[src/hw/rtl/crq_pkg.sv]
// ----------------------------------------------------------------------------
// crq_pkg
// Types, codes and defaults shared by the credit-ordered ready queue.
// ----------------------------------------------------------------------------
package crq_pkg;

  localparam int unsigned CapacityDefault = 16;

  typedef enum logic [1:0] {
    ModeInsert  = 2'd0,
    ModeLookup  = 2'd1,
    ModeRemove  = 2'd2,
    ModeRestore = 2'd3
  } crq_mode_e;

  typedef enum logic [1:0] {
    StatusOk       = 2'd0,
    StatusFull     = 2'd1,
    StatusNotFound = 2'd2
  } crq_status_e;

  typedef struct packed {
    logic [1:0] mode;
    logic [7:0] tid;
    logic [7:0] credits;
    logic [7:0] initial_credits;
  } crq_req_t;

  typedef struct packed {
    logic       found;
    logic [7:0] found_credits;
    logic       head_valid;
    logic [7:0] head_tid;
    logic [7:0] head_credits;
    logic [4:0] entry_count;
    logic [1:0] status;
  } crq_res_t;

  // Commands from the sequencer to the datapath.
  typedef struct packed {
    logic latch;
    logic compare;
    logic apply;
    logic respond;
  } crq_cmd_t;

endpackage

[src/hw/rtl/crq_ctrl.sv]
// ----------------------------------------------------------------------------
// crq_ctrl
// Sequencer: takes a command, then steps it through compare, apply and
// respond.
// ----------------------------------------------------------------------------
module crq_ctrl (
  input  logic              clk_i,
  input  logic              rst_ni,
  input  logic              start_i,
  output logic              busy_o,
  output crq_pkg::crq_cmd_t cmd_o
);
  import crq_pkg::*;

  typedef enum logic [3:0] {
    StIdle    = 4'b0001,
    StCompare = 4'b0010,
    StApply   = 4'b0100,
    StRespond = 4'b1000
  } state_e;

  state_e state_q, state_d;
  logic   accept;

  // A new command may be taken while the previous result is being strobed.
  assign busy_o = (state_q == StCompare) || (state_q == StApply);
  assign accept = start_i && !busy_o;

  always_comb begin
    state_d = state_q;
    case (state_q)
      StIdle:    if (accept) state_d = StCompare;
      StCompare: state_d = StApply;
      StApply:   state_d = StRespond;
      StRespond: state_d = accept ? StCompare : StIdle;
      default:   state_d = StIdle;
    endcase
  end

  always_ff @(posedge clk_i or negedge rst_ni) begin
    if (!rst_ni) begin
      state_q <= StIdle;
    end else begin
      state_q <= state_d;
    end
  end

  assign cmd_o.latch   = accept;
  assign cmd_o.compare = (state_q == StCompare);
  assign cmd_o.apply   = (state_q == StApply);
  assign cmd_o.respond = (state_q == StRespond);

endmodule

[src/hw/rtl/crq_datapath.sv]
// ----------------------------------------------------------------------------
// crq_datapath
// Row of queue cells with per-cell compare flags, insert/remove shifting,
// credit restore and the result register.
// ----------------------------------------------------------------------------
module crq_datapath #(
  parameter int unsigned CAPACITY = crq_pkg::CapacityDefault
) (
  input  logic              clk_i,
  input  logic              rst_ni,
  input  crq_pkg::crq_cmd_t cmd_i,
  input  crq_pkg::crq_req_t req_i,
  output crq_pkg::crq_res_t res_o
);
  import crq_pkg::*;

  localparam int unsigned CntW = $clog2(CAPACITY + 1);
  localparam logic [CAPACITY-1:0] OneV = {{(CAPACITY-1){1'b0}}, 1'b1};

  crq_req_t            req_q;
  logic [CAPACITY-1:0] valid_q, valid_d;
  logic [7:0]          tid_q [CAPACITY];
  logic [7:0]          cr_q  [CAPACITY];
  logic [7:0]          ic_q  [CAPACITY];
  logic [CAPACITY-1:0] lt_q, eq_q;
  logic [CntW-1:0]     cnt_q, cnt_d;
  logic                found_q;
  logic [7:0]          fcred_q;
  logic [1:0]          status_q;

  logic                full;
  logic                do_insert, do_remove, do_restore;
  logic [CAPACITY-1:0] lt_first, slot_free, ins_oh, ins_ge;
  logic [CAPACITY-1:0] eq_first, rm_ge;
  logic                hit;
  logic [7:0]          fcred;
  logic [1:0]          status_d;

  always_ff @(posedge clk_i) begin
    if (cmd_i.latch) begin
      req_q <= req_i;
    end
  end

  // Compare step: every valid cell checks its credits and id at once.
  always_ff @(posedge clk_i) begin
    if (cmd_i.compare) begin
      for (int i = 0; i < CAPACITY; i++) begin
        lt_q[i] <= valid_q[i] && (cr_q[i] < req_q.credits);
        eq_q[i] <= valid_q[i] && (tid_q[i] == req_q.tid);
      end
    end
  end

  assign full      = valid_q[CAPACITY-1];
  assign hit       = |eq_q;
  // Lowest set flag wins; credits may be out of order after a restore.
  assign lt_first  = lt_q & (~lt_q + OneV);
  assign slot_free = ~valid_q & {valid_q[CAPACITY-2:0], 1'b1};
  assign ins_oh    = (|lt_q) ? lt_first : slot_free;
  assign ins_ge    = ~(ins_oh - OneV);
  assign eq_first  = eq_q & (~eq_q + OneV);
  assign rm_ge     = ~(eq_first - OneV);

  assign do_insert  = cmd_i.apply && (req_q.mode == ModeInsert) && !full;
  assign do_remove  = cmd_i.apply && (req_q.mode == ModeRemove) && hit;
  assign do_restore = cmd_i.apply && (req_q.mode == ModeRestore);

  for (genvar g = 0; g < CAPACITY; g++) begin : g_cell
    always_ff @(posedge clk_i) begin
      if (do_insert && ins_oh[g]) begin
        tid_q[g] <= req_q.tid;
        cr_q[g]  <= req_q.credits;
        ic_q[g]  <= req_q.initial_credits;
      end else if (do_insert && ins_ge[g]) begin
        if (g > 0) begin
          tid_q[g] <= tid_q[(g > 0) ? g - 1 : 0];
          cr_q[g]  <= cr_q[(g > 0) ? g - 1 : 0];
          ic_q[g]  <= ic_q[(g > 0) ? g - 1 : 0];
        end
      end else if (do_remove && rm_ge[g]) begin
        if (g < CAPACITY - 1) begin
          tid_q[g] <= tid_q[(g < CAPACITY - 1) ? g + 1 : g];
          cr_q[g]  <= cr_q[(g < CAPACITY - 1) ? g + 1 : g];
          ic_q[g]  <= ic_q[(g < CAPACITY - 1) ? g + 1 : g];
        end
      end else if (do_restore) begin
        cr_q[g] <= ic_q[g];
      end
    end
  end

  always_comb begin
    valid_d = valid_q;
    cnt_d   = cnt_q;
    if (do_insert) begin
      valid_d = {valid_q[CAPACITY-2:0], 1'b1};
      cnt_d   = cnt_q + CntW'(1);
    end else if (do_remove) begin
      valid_d = valid_q >> 1;
      cnt_d   = cnt_q - CntW'(1);
    end
  end

  always_ff @(posedge clk_i or negedge rst_ni) begin
    if (!rst_ni) begin
      valid_q <= '0;
      cnt_q   <= '0;
    end else begin
      valid_q <= valid_d;
      cnt_q   <= cnt_d;
    end
  end

  always_comb begin
    fcred = '0;
    for (int i = 0; i < CAPACITY; i++) begin
      fcred = fcred | (eq_first[i] ? cr_q[i] : 8'd0);
    end
    case (req_q.mode)
      ModeInsert:             status_d = full ? StatusFull : StatusOk;
      ModeLookup, ModeRemove: status_d = hit ? StatusOk : StatusNotFound;
      default:                status_d = StatusOk;
    endcase
  end

  always_ff @(posedge clk_i) begin
    if (cmd_i.apply) begin
      found_q  <= ((req_q.mode == ModeLookup) || (req_q.mode == ModeRemove)) && hit;
      fcred_q  <= ((req_q.mode == ModeLookup) || (req_q.mode == ModeRemove)) ? fcred : 8'd0;
      status_q <= status_d;
    end
  end

  assign res_o.found         = found_q;
  assign res_o.found_credits = fcred_q;
  assign res_o.head_valid    = valid_q[0];
  assign res_o.head_tid      = valid_q[0] ? tid_q[0] : 8'd0;
  assign res_o.head_credits  = valid_q[0] ? cr_q[0] : 8'd0;
  assign res_o.entry_count   = 5'(cnt_q);
  assign res_o.status        = status_q;

  a_count_matches : assert property (@(posedge clk_i) disable iff (!rst_ni)
    32'(cnt_q) == $countones(valid_q))
    else $error("entry count disagrees with valid bits");

  a_valid_packed : assert property (@(posedge clk_i) disable iff (!rst_ni)
    (valid_q & ~{valid_q[CAPACITY-2:0], 1'b1}) == '0)
    else $error("valid slots are not a run from the head");

  a_full_drop : assert property (@(posedge clk_i) disable iff (!rst_ni)
    (cmd_i.apply && (req_q.mode == ModeInsert) && full) |=> $stable(valid_q))
    else $error("insert into a full queue changed the occupancy");

endmodule

[src/hw/rtl/credit_ordered_ready_queue_unit.sv]
// ----------------------------------------------------------------------------
// credit_ordered_ready_queue_unit
// Credit-ordered ready queue: a row of cells kept in descending credit order until a restore.
// ----------------------------------------------------------------------------
// A taken command passes through the compare, apply and respond steps of the
// sequencer in that order, and its result is strobed on done_o in the respond
// step. A new command is taken while the previous result is being strobed,
// but not during compare or apply. The receiver cannot stall results.
// Reset clears the valid bits and the sequencer at once; no clearing pass.
module credit_ordered_ready_queue_unit #(
  parameter int unsigned CAPACITY = crq_pkg::CapacityDefault
) (
  input  logic              clk_i,
  input  logic              rst_ni,
  input  logic              start,
  output logic              busy,
  input  crq_pkg::crq_req_t req_i,
  output logic              done_o,
  output crq_pkg::crq_res_t res_o
);
  import crq_pkg::*;

  crq_cmd_t cmd;

  crq_ctrl u_ctrl (
    .clk_i   (clk_i),
    .rst_ni  (rst_ni),
    .start_i (start),
    .busy_o  (busy),
    .cmd_o   (cmd)
  );

  crq_datapath #(
    .CAPACITY (CAPACITY)
  ) u_datapath (
    .clk_i  (clk_i),
    .rst_ni (rst_ni),
    .cmd_i  (cmd),
    .req_i  (req_i),
    .res_o  (res_o)
  );

  assign done_o = cmd.respond;

endmodule
[config.mk]
export PLATFORM = sky130hd
export DESIGN_NAME = credit_ordered_ready_queue_unit
export DESIGN_NICKNAME = d
export VERILOG_FILES = /design/src/hw/rtl/crq_pkg.sv /design/src/hw/rtl/crq_ctrl.sv /design/src/hw/rtl/crq_datapath.sv /design/src/hw/rtl/credit_ordered_ready_queue_unit.sv
export SDC_FILE = /design/constraint.sdc
export NUM_CORES = 1
export LEC_CHECK = 0
export ABC_CLOCK_PERIOD_IN_PS = 5300
export BUFFER_PORTS_ARGS = -buffer_cell sky130_fd_sc_hd__buf_2
export CAP_MARGIN = 0
export CORE_AREA = 4 4 221 245
export DETAILED_ROUTE_END_ITERATION = 8
export DIE_AREA = 0 0 225 249
export GPL_TIMING_DRIVEN = 1
export PLACE_DENSITY = 0.73
export SETUP_SLACK_MARGIN = 0.02
export SLEW_MARGIN = 20
export SYNTH_ARGS = -nofsm -noshare
export SYNTH_HDL_FRONTEND = slang
export SYNTH_HIERARCHICAL = 1
export SYNTH_SLANG_ARGS = --single-unit
[constraint.sdc]
create_clock -name clk_i -period 5.3 [get_ports clk_i]
set_input_delay 0.265 -clock clk_i [delete_from_list [all_inputs] [get_ports clk_i]]
set_output_delay 0.265 -clock clk_i [all_outputs]
set_load 0.1 [all_outputs]
### Word-level counts from Yosys, hierarchy flattened

Memories as Yosys holds them, arrays and structs flattened.
Cells that the tools add are included.

* muxes and demuxes: 337
* add/subtract/negate cells: 6
* reductions and logical operators: 96
* eq/ne operators: 24
* bitwise gates (word level): 129
* $lt $le $gt $ge: 16

Operator list (number)
* $mux W8: 124
* $mux W1: 203
* $eq A8 B8 Y1: 16
* $lt A8 B8 Y1: 16
* $or A8 B8 Y8: 15
* $or A1 B1 Y1: 106
* $logic_and A1 B1 Y1: 87
* $not A16 Y16: 5
* $and A16 B16 Y16: 3
* $mux W16: 3
* $add A16 B1 Y16 const B: 2
* $reduce_or A16 Y1: 2
* $sub A16 B1 Y16 const B: 2
* $pmux W4 S4: 1
* $mux W5: 2
* $add A5 B1 Y5 const B: 1
* $sub A5 B1 Y5 const B: 1
* $eq A2 B2 Y1 const B: 2
* $eq A4 B1 Y1 const B: 1
* $eq A4 B2 Y1 const B: 1
* $eq A4 B3 Y1 const B: 1
* $eq A4 B4 Y1 const B: 1
* $mux W2: 2
* $mux W4: 1
* 8 further kinds: 10

* memories: 3
* word-level logic and storage cells: 623
* register bits: 94
* output and inout bits: 35
* bits in writable memories: 384

Memories
* u_datapath.cr_q: depth 16, bits a word 8, read ports 16, clocked after memory_dff 0, write ports 16, RTL line crq_datapath.sv:23 `logic [7:0] cr_q [CAPACITY];`
* u_datapath.ic_q: depth 16, bits a word 8, read ports 16, clocked after memory_dff 0, write ports 16, RTL line crq_datapath.sv:24 `logic [7:0] ic_q [CAPACITY];`
* u_datapath.tid_q: depth 16, bits a word 8, read ports 16, clocked after memory_dff 0, write ports 16, RTL line crq_datapath.sv:22 `logic [7:0] tid_q [CAPACITY];`

### Longest topological paths before layout

* depth in word-level cells: 19
* mapped depth: 14
* depth with buffers taken out: 10

### Hierarchy

The synthesis kept the hierarchy.

By module, submodules not included
* crq_datapath: cells an instance 2834, sequential area each 14128.6 sq um, area an instance 29465.8 sq um, times used 1
* crq_ctrl: cells an instance 24, sequential area each 101.3 sq um, area an instance 275.3 sq um, times used 1

### Worst setup path after synthesis

Ideal clock, no wire load.

* kind: reg2reg
* start: register u_ctrl.state_q[1]
* end: memory u_datapath.cr_q[7][0] (netlist: u_datapath/cr_q[0][56]) (data pin)
* slack: 0.147 ns
* path buffers: 4
* library setup time: 0.258 ns
* period minus slack after synthesis: 5.153 ns
* cell stages (with the launch flop): 11
* required time: 5.042 ns
* data arrival time: 4.894 ns
* cells stage by stage: dfrtp_1 -> buf_4 -> nor4_1 -> and3_1 -> clkbuf_1 -> clkbuf_1 -> buf_1 -> nand2_1 -> o21ai_0 -> nor2_1 -> o2bb2ai_1

RTL lines
* start: declaration: RTL line crq_ctrl.sv:22 `state_e state_q, state_d;`
* start signal: assignment: RTL line crq_ctrl.sv:42 `state_q <= StIdle;`
* start signal: assignment: RTL line crq_ctrl.sv:44 `state_q <= state_d;`
* end: declaration: RTL line crq_datapath.sv:23

==> out/qor.log <==
qor: run_status.run_status finished with violations
qor: run_status.violated_checks design-rule violations
qor: critical_path.timing.reg2reg.worst_path_depth 10
qor: routing.wl 102,000 µm
qor: critical_path.crit_path_cell_trace nor4_2, nand4_1, o32a_1, ha_1, o211a_2, o211ai_4, o21ai_1, nand2_1, nor2_1, o2bb2ai_1
qor: sta.post-route-worst-setup-slack 890 ps
qor: cts.tritoncts yes
qor: yosys.ys.warnings.count 6
qor: critical_path.reg2reg_setup_slack 890 ps
qor: sta.layout_worst_path_cycle_share 83.2%
qor: yosys.synth.lib_cells_used.distinct 79
qor: sta.achievable-frequency 0.227 GHz
qor: sta.fin_tns_setup 0 ps
qor: critical_path.crit-reg2reg-launch u_datapath/lt_q[12]
qor: yosys.syn_area_per_cell 10.4 µm²
qor: die.die_height 249 µm
qor: placement.hpwlAfterDp 71,600 µm
qor: placement.placed_cells_incl_taps 3,453
qor: critical_path.worstPathArrival 4770 ps
qor: grt.first_global_vias 23,200
qor: routing.detail_route.drc_violations 5
qor: sta.tightest_slew 1230 ps
qor: final_layout.ff_latch_area 14,200 µm²
qor: cts.clk_path_buf_depth 3
qor: yosys.synth.net_count 3,007
qor: routing.detail-route-antenna-nets 0
qor: cts.clk_pin_slew 60 ps
qor: yosys.post_synth_instance_area 29,700 µm²
qor: cts.cts_htree_levels 2
qor: critical_path.cp_slowest_cell sky130_fd_sc_hd__nand2_1
qor: yosys.synth_edf_count 453
qor: cts.clkSinkCount 478
qor: die.floorplan.die_area 56,000 µm²
qor: grt.antenna_violations_before_repair 4
qor: placement.preCtsSetupSlack 1030 ps
qor: power_and_ir_drop.powerDensity 342 nW/µm²
qor: cts.clock_root_buffer sky130_fd_sc_hd__clkbuf_16
qor: routing.vias_per_instance 6.81
qor: sta.worst_hold_slack 166 ps
qor: flow_run.max_cap_viol_count 0
qor: yosys.yosys.area.top_type sky130_fd_sc_hd__edfxtp_1
qor: die.chipWidth 225 µm
qor: grt.grt_start_max_net_pins 49
qor: sta.hold_violations 0
qor: critical_path.critical_path.startpoint_type register
qor: yosys.yosys_reg_bits 478
qor: sta.timing.clock.skew 15.0 ps
qor: placement.gp_congestion 1.04
qor: die.rows 88
qor: grt.grt.total_usage 35.1%
qor: yosys.synth_flop_cell sky130_fd_sc_hd__edfxtp_1
qor: final_layout.most_frequent_standard_cell_in_the_layout_excluding_fill_and_tap_cells sky130_fd_sc_hd__edfxtp_1
qor: die.initial_core_utilization 57.3%
qor: critical_path.critPathCaptureType register
qor: routing.drt_first_pass_iters 9
qor: critical_path.slowest_delay 650 ps
qor: yosys.netlist_instances 2,858
qor: critical_path.cpLargestDelayFamily simple AND/OR/NAND/NOR gates
qor: final_layout.layout_common_cells sky130_fd_sc_hd__edfxtp_1 (453), sky130_fd_sc_hd__nand2_1 (350), sky130_fd_sc_hd__mux2i_1 (259)
qor: final_layout.drive_gt1_share 11.1%
qor: die.boundaryPins 64
qor: yosys.share_of_async_settable_or_async_resettable_flops_after_synthesis 5.23%
qor: cts.insertion_delay 620 ps
qor: grt.grt-ovfl-total 0
qor: final_layout.area_growth 10.1%
qor: yosys.yosysTopAreaCellShare 45.7%
qor: placement.port-buffer-count 63
qor: sta.number_of_max_slew_violations_in_the_final_report 0
qor: routing.vias 24,400
qor: cts.tritoncts.num_buffers 51
qor: final_layout.filler_cell_count 4,139
qor: critical_path.critical_path_peak_fanout 17
qor: sta.grt_setup_unrepaired no
qor: routing.post_drt_wl_per_cell 28.4 µm
qor: worst_hold_path.min-delay-path-class input pin to asynchronous set/reset pin
qor: final_layout.final_cell_count_no_fill 3,578
qor: sta.setup-violations-final 0
qor: power_and_ir_drop.ir_drop 518 µV
qor: critical_path.reg2reg_to u_datapath/cr_q[0][50]
qor: grt.grt_first_pass_wirelength 150,000 µm
qor: sta.timing.slew.headroom 18.2%
qor: final_layout.layout.nets 3,009
qor: final_layout.area_used_by_multi_input_combinational_logic 14,700 µm²
qor: die.placeableCoreArea 51,900 µm²
qor: critical_path.cp.required 5660 ps
qor: yosys.netlist_top_cells_area sky130_fd_sc_hd__edfxtp_1 (46%), sky130_fd_sc_hd__mux2i_1 (8.7%), sky130_fd_sc_hd__ha_1 (5.0%), sky130_fd_sc_hd__nand2_1 (4.4%), sky130_fd_sc_hd__o21ai_0 (3.2%)
qor: sta.finalCriticalPeriod 4410 ps
qor: critical_path.worst_setup_path_type register to register
qor: routing.first_iter_violations 3,736
qor: cts.post_cts.resized_instances 0
qor: yosys.yosysSeqAreaShare 47.8%
qor: critical_path.critical_path_buf_inv_count 0
qor: power_and_ir_drop.p_leak 12.9 nW
==> logic make-up after synthesis <==
logic type	after synthesis	share of synthesized area (%)
AOI/OAI and AO/OA	767	16.3
xor gates and xnor gates	134	3.95
adders and majority gates	120	5.07
buffers and inverters	233	3.34
DFF	478	47.8
muxes	335	11.6
and+or+nand+nor	791	11.9
==> worst max-delay path by stage <==
| stage | end | cells past startpoint | start |
|---|---|---|---|
| after detailed placement | u_datapath/cr_q[0][6] | 8 | u_datapath/eq_q[0] |
| after global routing | u_datapath/cr_q[0][2] | 8 | u_datapath/eq_q[0] |
| after floorplan | u_datapath/cr_q[0][56] | 10 | u_ctrl/state_q[1] |
| after global placement | u_datapath/cr_q[0][53] | 10 | u_datapath/lt_q[13] |
| final | u_datapath/cr_q[0][50] | 10 | u_datapath/lt_q[12] |
| after CTS | u_datapath/cr_q[0][50] | 10 | u_datapath/lt_q[12] |
==> per-layer routing <==
| metal | vias to the layer above | global-route usage [%] | part of all wire (%) |
|---|---|---|---|
| li1 | 10600 | - | - |
| met1 | 11800 | 50.4 | 39 |
| met2 | 1611 | 52.9 | 44 |
| met3 | 270 | 8.58 | 13 |
| met4 | 2 | 11.2 | 3.7 |
| met5 | - | 0 | 0.013 |
==> power by group <==
group          leakage (nW)  switching, mW  internal [mW]
clock network         0.873           1.56           2.31
logic                  7.60           1.50          0.829
registers              4.44          0.476           4.51
==> layout make-up <==
type | count | area share (%)
Timing Repair Buffer | 156 | 3.37
Sequential cell | 478 | 43.5
Multi-Input combinational cell | 2147 | 44.8
Tap cell | 675 | 2.58
Clock buffer | 58 | 3.98
Inverter | 26 | 0.298
Clock inverter | 37 | 1.50
Antenna cell | 1 | 0.00764
==> timing repair <==
item	CTS	global route
endpoints found under the hold margin	52	0
hold buffers	28	0
buffers inserted	0	0
==> synthesized netlist by cell type, types with 33 or more instances <==
library cell and n:
sky130_fd_sc_hd__a22oi_1 57, sky130_fd_sc_hd__o22ai_1 33, sky130_fd_sc_hd__nor2_1 220, sky130_fd_sc_hd__nand3_1 40, sky130_fd_sc_hd__a31oi_1 49, sky130_fd_sc_hd__o21ai_0 188
sky130_fd_sc_hd__buf_2 37, sky130_fd_sc_hd__xor2_1 53, sky130_fd_sc_hd__nand2b_1 43, sky130_fd_sc_hd__xnor2_1 81, sky130_fd_sc_hd__ha_1 119, sky130_fd_sc_hd__edfxtp_1 453
sky130_fd_sc_hd__a21oi_1 168, sky130_fd_sc_hd__o21ai_1 43, sky130_fd_sc_hd__nand2_1 351, sky130_fd_sc_hd__mux2_2 72, sky130_fd_sc_hd__clkbuf_1 126, sky130_fd_sc_hd__a21o_1 101
sky130_fd_sc_hd__mux2i_1 259
==> state kept, by name, indices dropped and copies added, names as in the netlist <==
| name | count |
|---|---|
| u_datapath/found_q | 1 |
| u_datapath/fcred_q | 8 |
| u_ctrl/state_q | 4 |
| u_datapath/cnt_q | 5 |
| u_datapath/cr_q | 128 |
| u_datapath/lt_q | 16 |
| u_datapath/valid_q | 16 |
| u_datapath/status_q | 2 |
| u_datapath/eq_q | 16 |
| u_datapath/req_q | 26 |
| u_datapath/tid_q | 128 |
| u_datapath/ic_q | 128 |
==> through the flow <==
stage / cell area (µm²) / utilization [%] / total power [mW]
after floorplan: 29700 / - / 6.50
after CTS: 32700 / 63.1 / 11.2
after global placement: 30600 / 59.0 / 7.20
final: 32700 / 63.1 / 11.2
after global routing: 32700 / 63.1 / 11.6
after detailed placement: 30600 / 59.1 / 7.29
(Power assumes the default switching activity.)
